### config.mk
export PLATFORM = sky130hd
export DESIGN_NAME = skm_cell
export DESIGN_NICKNAME = d
export VERILOG_FILES = /design/src/design/skm_pkg.sv /design/src/design/skm_cell.sv
export SDC_FILE = /design/constraint.sdc
export NUM_CORES = 1
export LEC_CHECK = 0
export BUFFER_PORTS_ARGS = -buffer_cell sky130_fd_sc_hd__buf_2
export CORE_MARGIN = 2
export CORE_UTILIZATION = 45
export CTS_CLUSTER_SIZE = 16
export DETAILED_ROUTE_END_ITERATION = 8
export GPL_ROUTABILITY_DRIVEN = 0
export MAX_ROUTING_LAYER = met4
export PLACE_DENSITY = 0.87
export SLEW_MARGIN = 20
export SYNTH_ARGS = -nofsm -noshare
export SYNTH_HDL_FRONTEND = slang
export SYNTH_SLANG_ARGS = --single-unit
### constraint.sdc
create_clock -name clk_i -period 3.9 [get_ports clk_i]
set_input_delay 0.39 -clock clk_i [delete_from_list [all_inputs] [get_ports clk_i]]
set_output_delay 0.39 -clock clk_i [all_outputs]
set_load 0.02 [all_outputs]
### src/design/skm_pkg.sv
// Package of the sorted key multiset: word types, codes and cell control.
// No dependencies.
package skm_pkg;

  localparam int unsigned KeyW    = 31;
  localparam int unsigned StatusW = 2;
  localparam int unsigned EntryW  = 7;

  localparam logic ACT_INSERT = 1'b0;
  localparam logic ACT_REMOVE = 1'b1;

  localparam logic [StatusW-1:0] ST_DONE      = 2'd0;
  localparam logic [StatusW-1:0] ST_FULL      = 2'd1;
  localparam logic [StatusW-1:0] ST_NOT_FOUND = 2'd2;

  typedef struct packed {
    logic            action;
    logic [KeyW-1:0] key;
  } skm_in_t;

  typedef struct packed {
    logic [StatusW-1:0] status;
    logic [EntryW-1:0]  entry_count;
  } skm_out_t;

  // Control broadcast from the sequencer to every cell of the chain.
  typedef struct packed {
    logic            cmp;      // compare phase: latch ordering flags
    logic            cmp_ins;  // compare for an insert (strict) or a remove
    logic            ins;      // apply an insert: shift up
    logic            rem;      // apply a remove: shift down
    logic [KeyW-1:0] key;      // key of the operation in progress
  } skm_ctl_t;

endpackage

### src/design/skm_cell.sv
// One storage cell of the sorted key chain: an entry, its ordering flags
// and the shift muxes to both neighbors. Depends on skm_pkg.
module skm_cell import skm_pkg::*; #(
  parameter int unsigned CNT_W = 7,
  parameter int unsigned INDEX = 0
) (
  input  logic             clk_i,
  input  skm_ctl_t         ctl_i,
  input  logic [CNT_W-1:0] count_i,
  input  logic [KeyW-1:0]  left_key_i,
  input  logic             left_ge_i,
  input  logic [KeyW-1:0]  right_key_i,
  output logic [KeyW-1:0]  key_o,
  output logic             ge_o,
  output logic             eq_o
);

  logic [KeyW-1:0] key_q;
  logic            ge_q;
  logic            eq_q;
  logic            occupied;

  assign occupied = CNT_W'(INDEX) < count_i;

  // The ge flag marks cells at or after the place where the chain changes.
  always_ff @(posedge clk_i) begin
    if (ctl_i.cmp) begin
      if (ctl_i.cmp_ins) begin
        ge_q <= !occupied || (key_q > ctl_i.key);
      end else begin
        ge_q <= !occupied || (key_q >= ctl_i.key);
      end
      eq_q <= occupied && (key_q == ctl_i.key);
    end else if (ctl_i.ins) begin
      if (left_ge_i) begin
        key_q <= left_key_i;
      end else if (ge_q) begin
        key_q <= ctl_i.key;
      end
    end else if (ctl_i.rem) begin
      if (ge_q) begin
        key_q <= right_key_i;
      end
    end
  end

  assign key_o = key_q;
  assign ge_o  = ge_q;
  assign eq_o  = eq_q;

endmodule

### Yosys cells after proc, flatten, opt, wreduce, memory -nomap -nowiden

Cells that the tools add are included.

| storage, ports and cells | value |
|---|---|
| flip-flop bits (word level) | 33 |
| input bits | 106 |
| output and inout port bits | 33 |
| word-level logic and storage cells | 22 |

| cells by class | value |
|---|---|
| $lt $le $gt $ge | 3 |
| eq/ne operators | 1 |
| multiplexer cells | 6 |
| bitwise gates (word level) | 1 |
| reduce and logical (&&, ||, !) cells | 8 |

Operator list:

| operator | number |
|---|---|
| 2-to-1 mux 31 bit | 5 |
| == test 31 bit | 1 |
| greater-or-equal comparator 31 bit | 1 |
| greater-than comparator 31 bit | 1 |
| < comparator 1 x 7 -> 1 bit (first input constant) | 1 |
| nonzero test 2 bit | 3 |
| AND reduction 4 bit | 1 |
| logical OR 1 bit | 2 |
| logical AND 1 bit | 1 |
| logical NOT 1 bit | 1 |
| 2-to-1 mux 1 bit | 1 |
| inverter 1 bit | 1 |

### Depth between registers and ports, before layout

| logic depth | value |
|---|---|
| depth after elaboration | 4 |
| depth in mapped cells | 7 |
| gate-level depth less buffers | 7 |

### Worst setup path after synthesis

OpenSTA, ideal clock, no wires.

| path | value |
|---|---|
| path kind | input -> register |
| start point | input left_ge_i |
| end point | register key_q[0] (netlist: key_o[0]), enable pin |
| library setup time | 0.430 ns |
| data arrival time | 2.517 ns |
| path slack | 0.953 ns |
| cell stages on the path | 4 |
| buffers on the path | 2 |
| cell sequence | clkbuf_1 > buf_2 > o21ai_0 > a21oi_1 |

| between the ends | value |
|---|---|
| cells in the longest elaborated chain, start to end | 2 |

RTL lines:

| what | line | RTL |
|---|---|---|
| start: declaration | skm_cell.sv:11 | `input logic left_ge_i,` |
| nonzero test 2 bit (no line) | n/a |  |
| AND reduction 4 bit (no line) | n/a |  |
| end signal: assignment | skm_cell.sv:36 | `key_q <= left_key_i;` |
| end signal: assignment | skm_cell.sv:38 | `key_q <= ctl_i.key;` |
| end signal: assignment | skm_cell.sv:42 | `key_q <= right_key_i;` |
| end: declaration | skm_cell.sv:18 | `logic [KeyW-1:0] key_q;` |

No other way between the ends.
A chain may end at the register's enable or synchronous reset.

### Worst setup path in the final report

| path | value |
|---|---|
| start point | register key_q[29] (netlist: key_o[29]) |
| end point | register ge_q (netlist: ge_o), data pin |

| between the ends | value |
|---|---|
| cells in the longest elaborated chain, start to end | 3 |

RTL lines:

| what | line | RTL |
|---|---|---|
| greater-or-equal comparator 31 bit / greater-than comparator 31 bit (equally long branches) | skm_cell.sv:31, skm_cell.sv:29 |  |
| logical OR 1 bit, on equally long branches | skm_cell.sv:31, skm_cell.sv:29 |  |
| 2-to-1 mux 1 bit * | skm_cell.sv:28 | `if (ctl_i.cmp_ins) begin` |
| end signal: assignment | skm_cell.sv:29 | `ge_q <= !occupied \|\| (key_q > ctl_i.key);` |
| end signal: assignment | skm_cell.sv:31 | `ge_q <= !occupied \|\| (key_q >= ctl_i.key);` |
| end: declaration | skm_cell.sv:19 | `logic ge_q;` |

Every way passes the cells marked *; elsewhere a longest branch is shown, timed or not.

==> impl_results.rst <==
.. list-table::
   :header-rows: 1

   * - Metric
     - Value
   * - Max-slew headroom
     - 0.325
   * - Register area share after synthesis
     - 0.395
   * - Multi-input gate area in the final layout
     - approximately 0.0014 mm^2
   * - Initial drt markers
     - between 60 and 70
   * - Global routing met1 resource utilization
     - 0.241
   * - Antenna violation net count after detailed routing
     - 0
   * - Max stage delay cell, worst path
     - or4b_1
   * - Pre-Repair DR Iteration Count
     - 4
   * - Result of the run
     - finished clean
   * - Global route total overflow
     - 0
   * - Area of placed instances
     - ~0.0033 mm^2
   * - DR vias
     - between 2,000 and 2,500
   * - Slowest cell delay on critical path
     - just under 0.5 ns
   * - Synthesized netlist net count
     - around 400
   * - Hold violation total from the final report
     - 0
   * - Leading cell type in the layout, fill and taps excluded
     - buf_2
   * - Critical Path Source
     - key_o[29]
   * - Critical path launch point type
     - register
   * - Number of clock buffers inserted by TritonCTS
     - 5
   * - Core Region
     - about 0.0054 mm^2
   * - Die outline height
     - ~79 um
   * - Crit path max fanout
     - 5
   * - VDD IR max
     - between 0.15 and 0.2 mV
   * - Final setup violation count
     - 0
   * - Vias per cell
     - between 5 and 6
   * - Final Instance Area
     - ~0.0033 mm^2
   * - Family with the most delay on the worst path
     - simple AND/OR/NAND/NOR gates
   * - R2r startpoint
     - key_o[29]
   * - Fin nets
     - around 530
   * - Bufs on Longest Clock Path
     - 2
   * - Number of global-route vias before repair
     - about 2,400
   * - Fin crit share
     - 0.557
   * - Required @ worst endpoint
     - 3.94 ns
   * - Worst setup path class
     - register to register
   * - Max Freq
     - ~460 MHz
   * - Post-Route Setup TNS
     - 0 ns
   * - Maximum number of pins on one net before global-route repair
     - 63
   * - Number of antenna violations at the first check in global routing
     - 0
   * - Sequential cell area in the final layout
     - about 990 um^2
   * - Cell count of the worst hold path
     - 1
   * - Data arrival time of the critical path
     - roughly 2.2 ns
   * - Hold Path End
     - ge_o
   * - Clock latency on the worst-skew pair
     - ~0.28 ns
   * - Most frequent cells in the layout
     - 138 x buf_2, 41 x a21oi_1, 34 x inv_1
   * - Synthesized instance count
     - around 260
   * - Crit-path cells
     - ha_1 > nand4_2 > nor4_2 > or4b_1 > nand2_1 > o2bb2ai_1
   * - Worst Max-Slew Pin Slew
     - 1.01 ns
   * - Clk pin slew, worst setup/hold paths
     - about 0.07 ns
   * - Synth Area per Inst
     - between 9 and 10 um^2
   * - Post-synthesis cell type count
     - 30
   * - Number of buffers inserted by post-CTS setup repair
     - 0
   * - Antenna Diode Count
     - 0
   * - HPWL after detailed placement
     - 5230 um
   * - Total power per unit cell area
     - ~290 mW/mm^2
   * - Number of hold-repair buffers added at the cts stage
     - 0
   * - Initial core utilization
     - 0.461
   * - Pleak
     - 1.73 nW
   * - Number of I/O pins
     - around 140
   * - PostCTS Resize Cnt
     - 0
   * - Global Route met3 Usage
     - 0.0379
   * - Crit path buf inv count
     - 0
   * - Final worst path period need
     - 2.17 ns
   * - Aggregate routed wire length
     - 6580 um
   * - Worst Hold Class
     - primary input to register
   * - Post-route clock skew
     - 0.00138 ns
   * - Pre-CTS worst setup slack
     - approximately 1.6 ns
   * - Area overhead of the layout relative to synthesis
     - 33.6%
   * - H-tree depth
     - 2
   * - Final Slew Violations
     - 0
   * - Number of buffers inserted by port buffering
     - around 140
   * - Setup repair after global routing missed its margin
     - false
   * - First-pass GRT wire length
     - roughly 10,000 um
   * - Placement Rows
     - 27
   * - Clock tree from TritonCTS
     - done
   * - Cell at the root of the clock tree
     - clkbuf_8
   * - Remaining DRCs
     - 0
   * - Layout fillers
     - 476
   * - Routed wire length per instance
     - between 10 and 15 um
   * - Register-to-register setup slack
     - 1.73 ns
   * - Met2 Usage GRT
     - 0.388
   * - Max-cap violations
     - 0
   * - Die outline area
     - roughly 0.0062 mm^2
   * - Hold wc startpoint
     - ctl_i[34]
   * - Layer with the highest usage
     - met2
   * - Yosys warning total
     - 0
   * - Synthesis-stage register bit count
     - 33
   * - Critical R2R Capture
     - ge_o
   * - Least setup slack across all paths after layout
     - approximately 1.7 ns
   * - Cell depth of the worst flop-to-flop path
     - 6
   * - Overall die width
     - 78.6 um
   * - Overall routing resource usage
     - 0.218
   * - Clock net sink count
     - 33
   * - Synth Cell Area
     - roughly 0.0025 mm^2
   * - Kind of capture point of the worst setup path
     - register
   * - Proportion of layout cells with a drive suffix above 1
     - 0.380
## routing by layer
metal / vias up / wire, um
met5: - / 0
met4: 0 / 152
li1: 1214 / -
met3: 13 / 339
met1: 1118 / 2690
met2: 92 / 3390
## worst reg2reg max path: stages (launching register included)
cell and delay (ns):
edfxtp_1 0.41, ha_1 0.35, nand4_2 0.18, nor4_2 0.33, or4b_1 0.49, nand2_1 0.09, o2bb2ai_1 0.07
## stage by stage
stage / power, mW / utilization / cells / hold WS [ns]
6_report: 0.960 / 0.616 / 467 / 0.393
5_1_grt: 1.01 / 0.616 / 467 / 0.389
4_1_cts: 0.967 / 0.616 / 467 / 0.382
3_5_place_dp: 0.717 / 0.601 / 459 / 0.683
3_3_place_gp: 0.704 / 0.601 / 459 / 0.669
2_1_floorplan: 0.604 / - / 258 / 0.502
## worst max-delay path by stage
stage / endpoint / slack (ns) / depth (start not counted)
6_report: ge_o / 1.73 / 6
5_1_grt: ge_o / 1.63 / 6
4_1_cts: ge_o / 1.74 / 6
3_5_place_dp: ge_o / 1.63 / 8
3_3_place_gp: ge_o / 1.68 / 8
2_1_floorplan: key_o[0] / 0.95 / 4
## cell families (layout without fill, tap and decap cells)
logic type                 count (synthesis)  in the layout  share of synthesized area
AOI/OAI and AO/OA                         59             59                      0.135
and+or+nand+nor                           59             59                      0.122
buffers and inverters                     45            182                     0.0689
DFF                                       33             33                      0.395
adders and majority gates                 31             31                      0.155
muxes                                     31             31                      0.124
## report_power, final
part	internal, mW	switching, mW
combinational	0.121	0.152
sequential	0.423	0.0124
clock	0.127	0.125
total	0.671	0.289
## Yosys cell counts
library cell  instances  share of area
inv_1                34          0.051
a2111oi_0             1         0.0035
a211oi_1              2         0.0060
edfxtp_1             33           0.40
mux2i_1              31           0.12
a211o_1               1         0.0035
nand4_2               3          0.015
nand4_1               5          0.012
or4_1                 1         0.0030
nor3_1                1         0.0020
ha_1                 31           0.15
o21a_1                1         0.0030
or4b_1                1         0.0040
a221o_1               2         0.0080
a31oi_1               1         0.0025
o2bb2ai_1             1         0.0035
nand2_1               4         0.0060
nor2_1               32          0.048
a21oi_1              42          0.084
nand3_1               5          0.010
buf_2                 3         0.0060
and3_1                1         0.0025
o221ai_1              1         0.0035
nor4_2                1         0.0050
and4_1                2         0.0070
o21ai_0               3         0.0060
nand2b_1              1         0.0025
a21o_1                4          0.012
nor4_1                2         0.0050
clkbuf_1              8          0.012
## cell type report
cell class / count / share of cell area
Timing Repair Buffer: 140 / 0.211
Tap cell: 72 / 0.0269
Multi-Input combinational cell: 180 / 0.405
Sequential cell: 33 / 0.296
Inverter: 34 / 0.0381
Clock buffer: 8 / 0.0239
## sequential cells by signal (all words and copies together), names as in the netlist
register and cells:
key_o 31, ge_o 1, eq_o 1
Power figures use the tool's default switching activity.
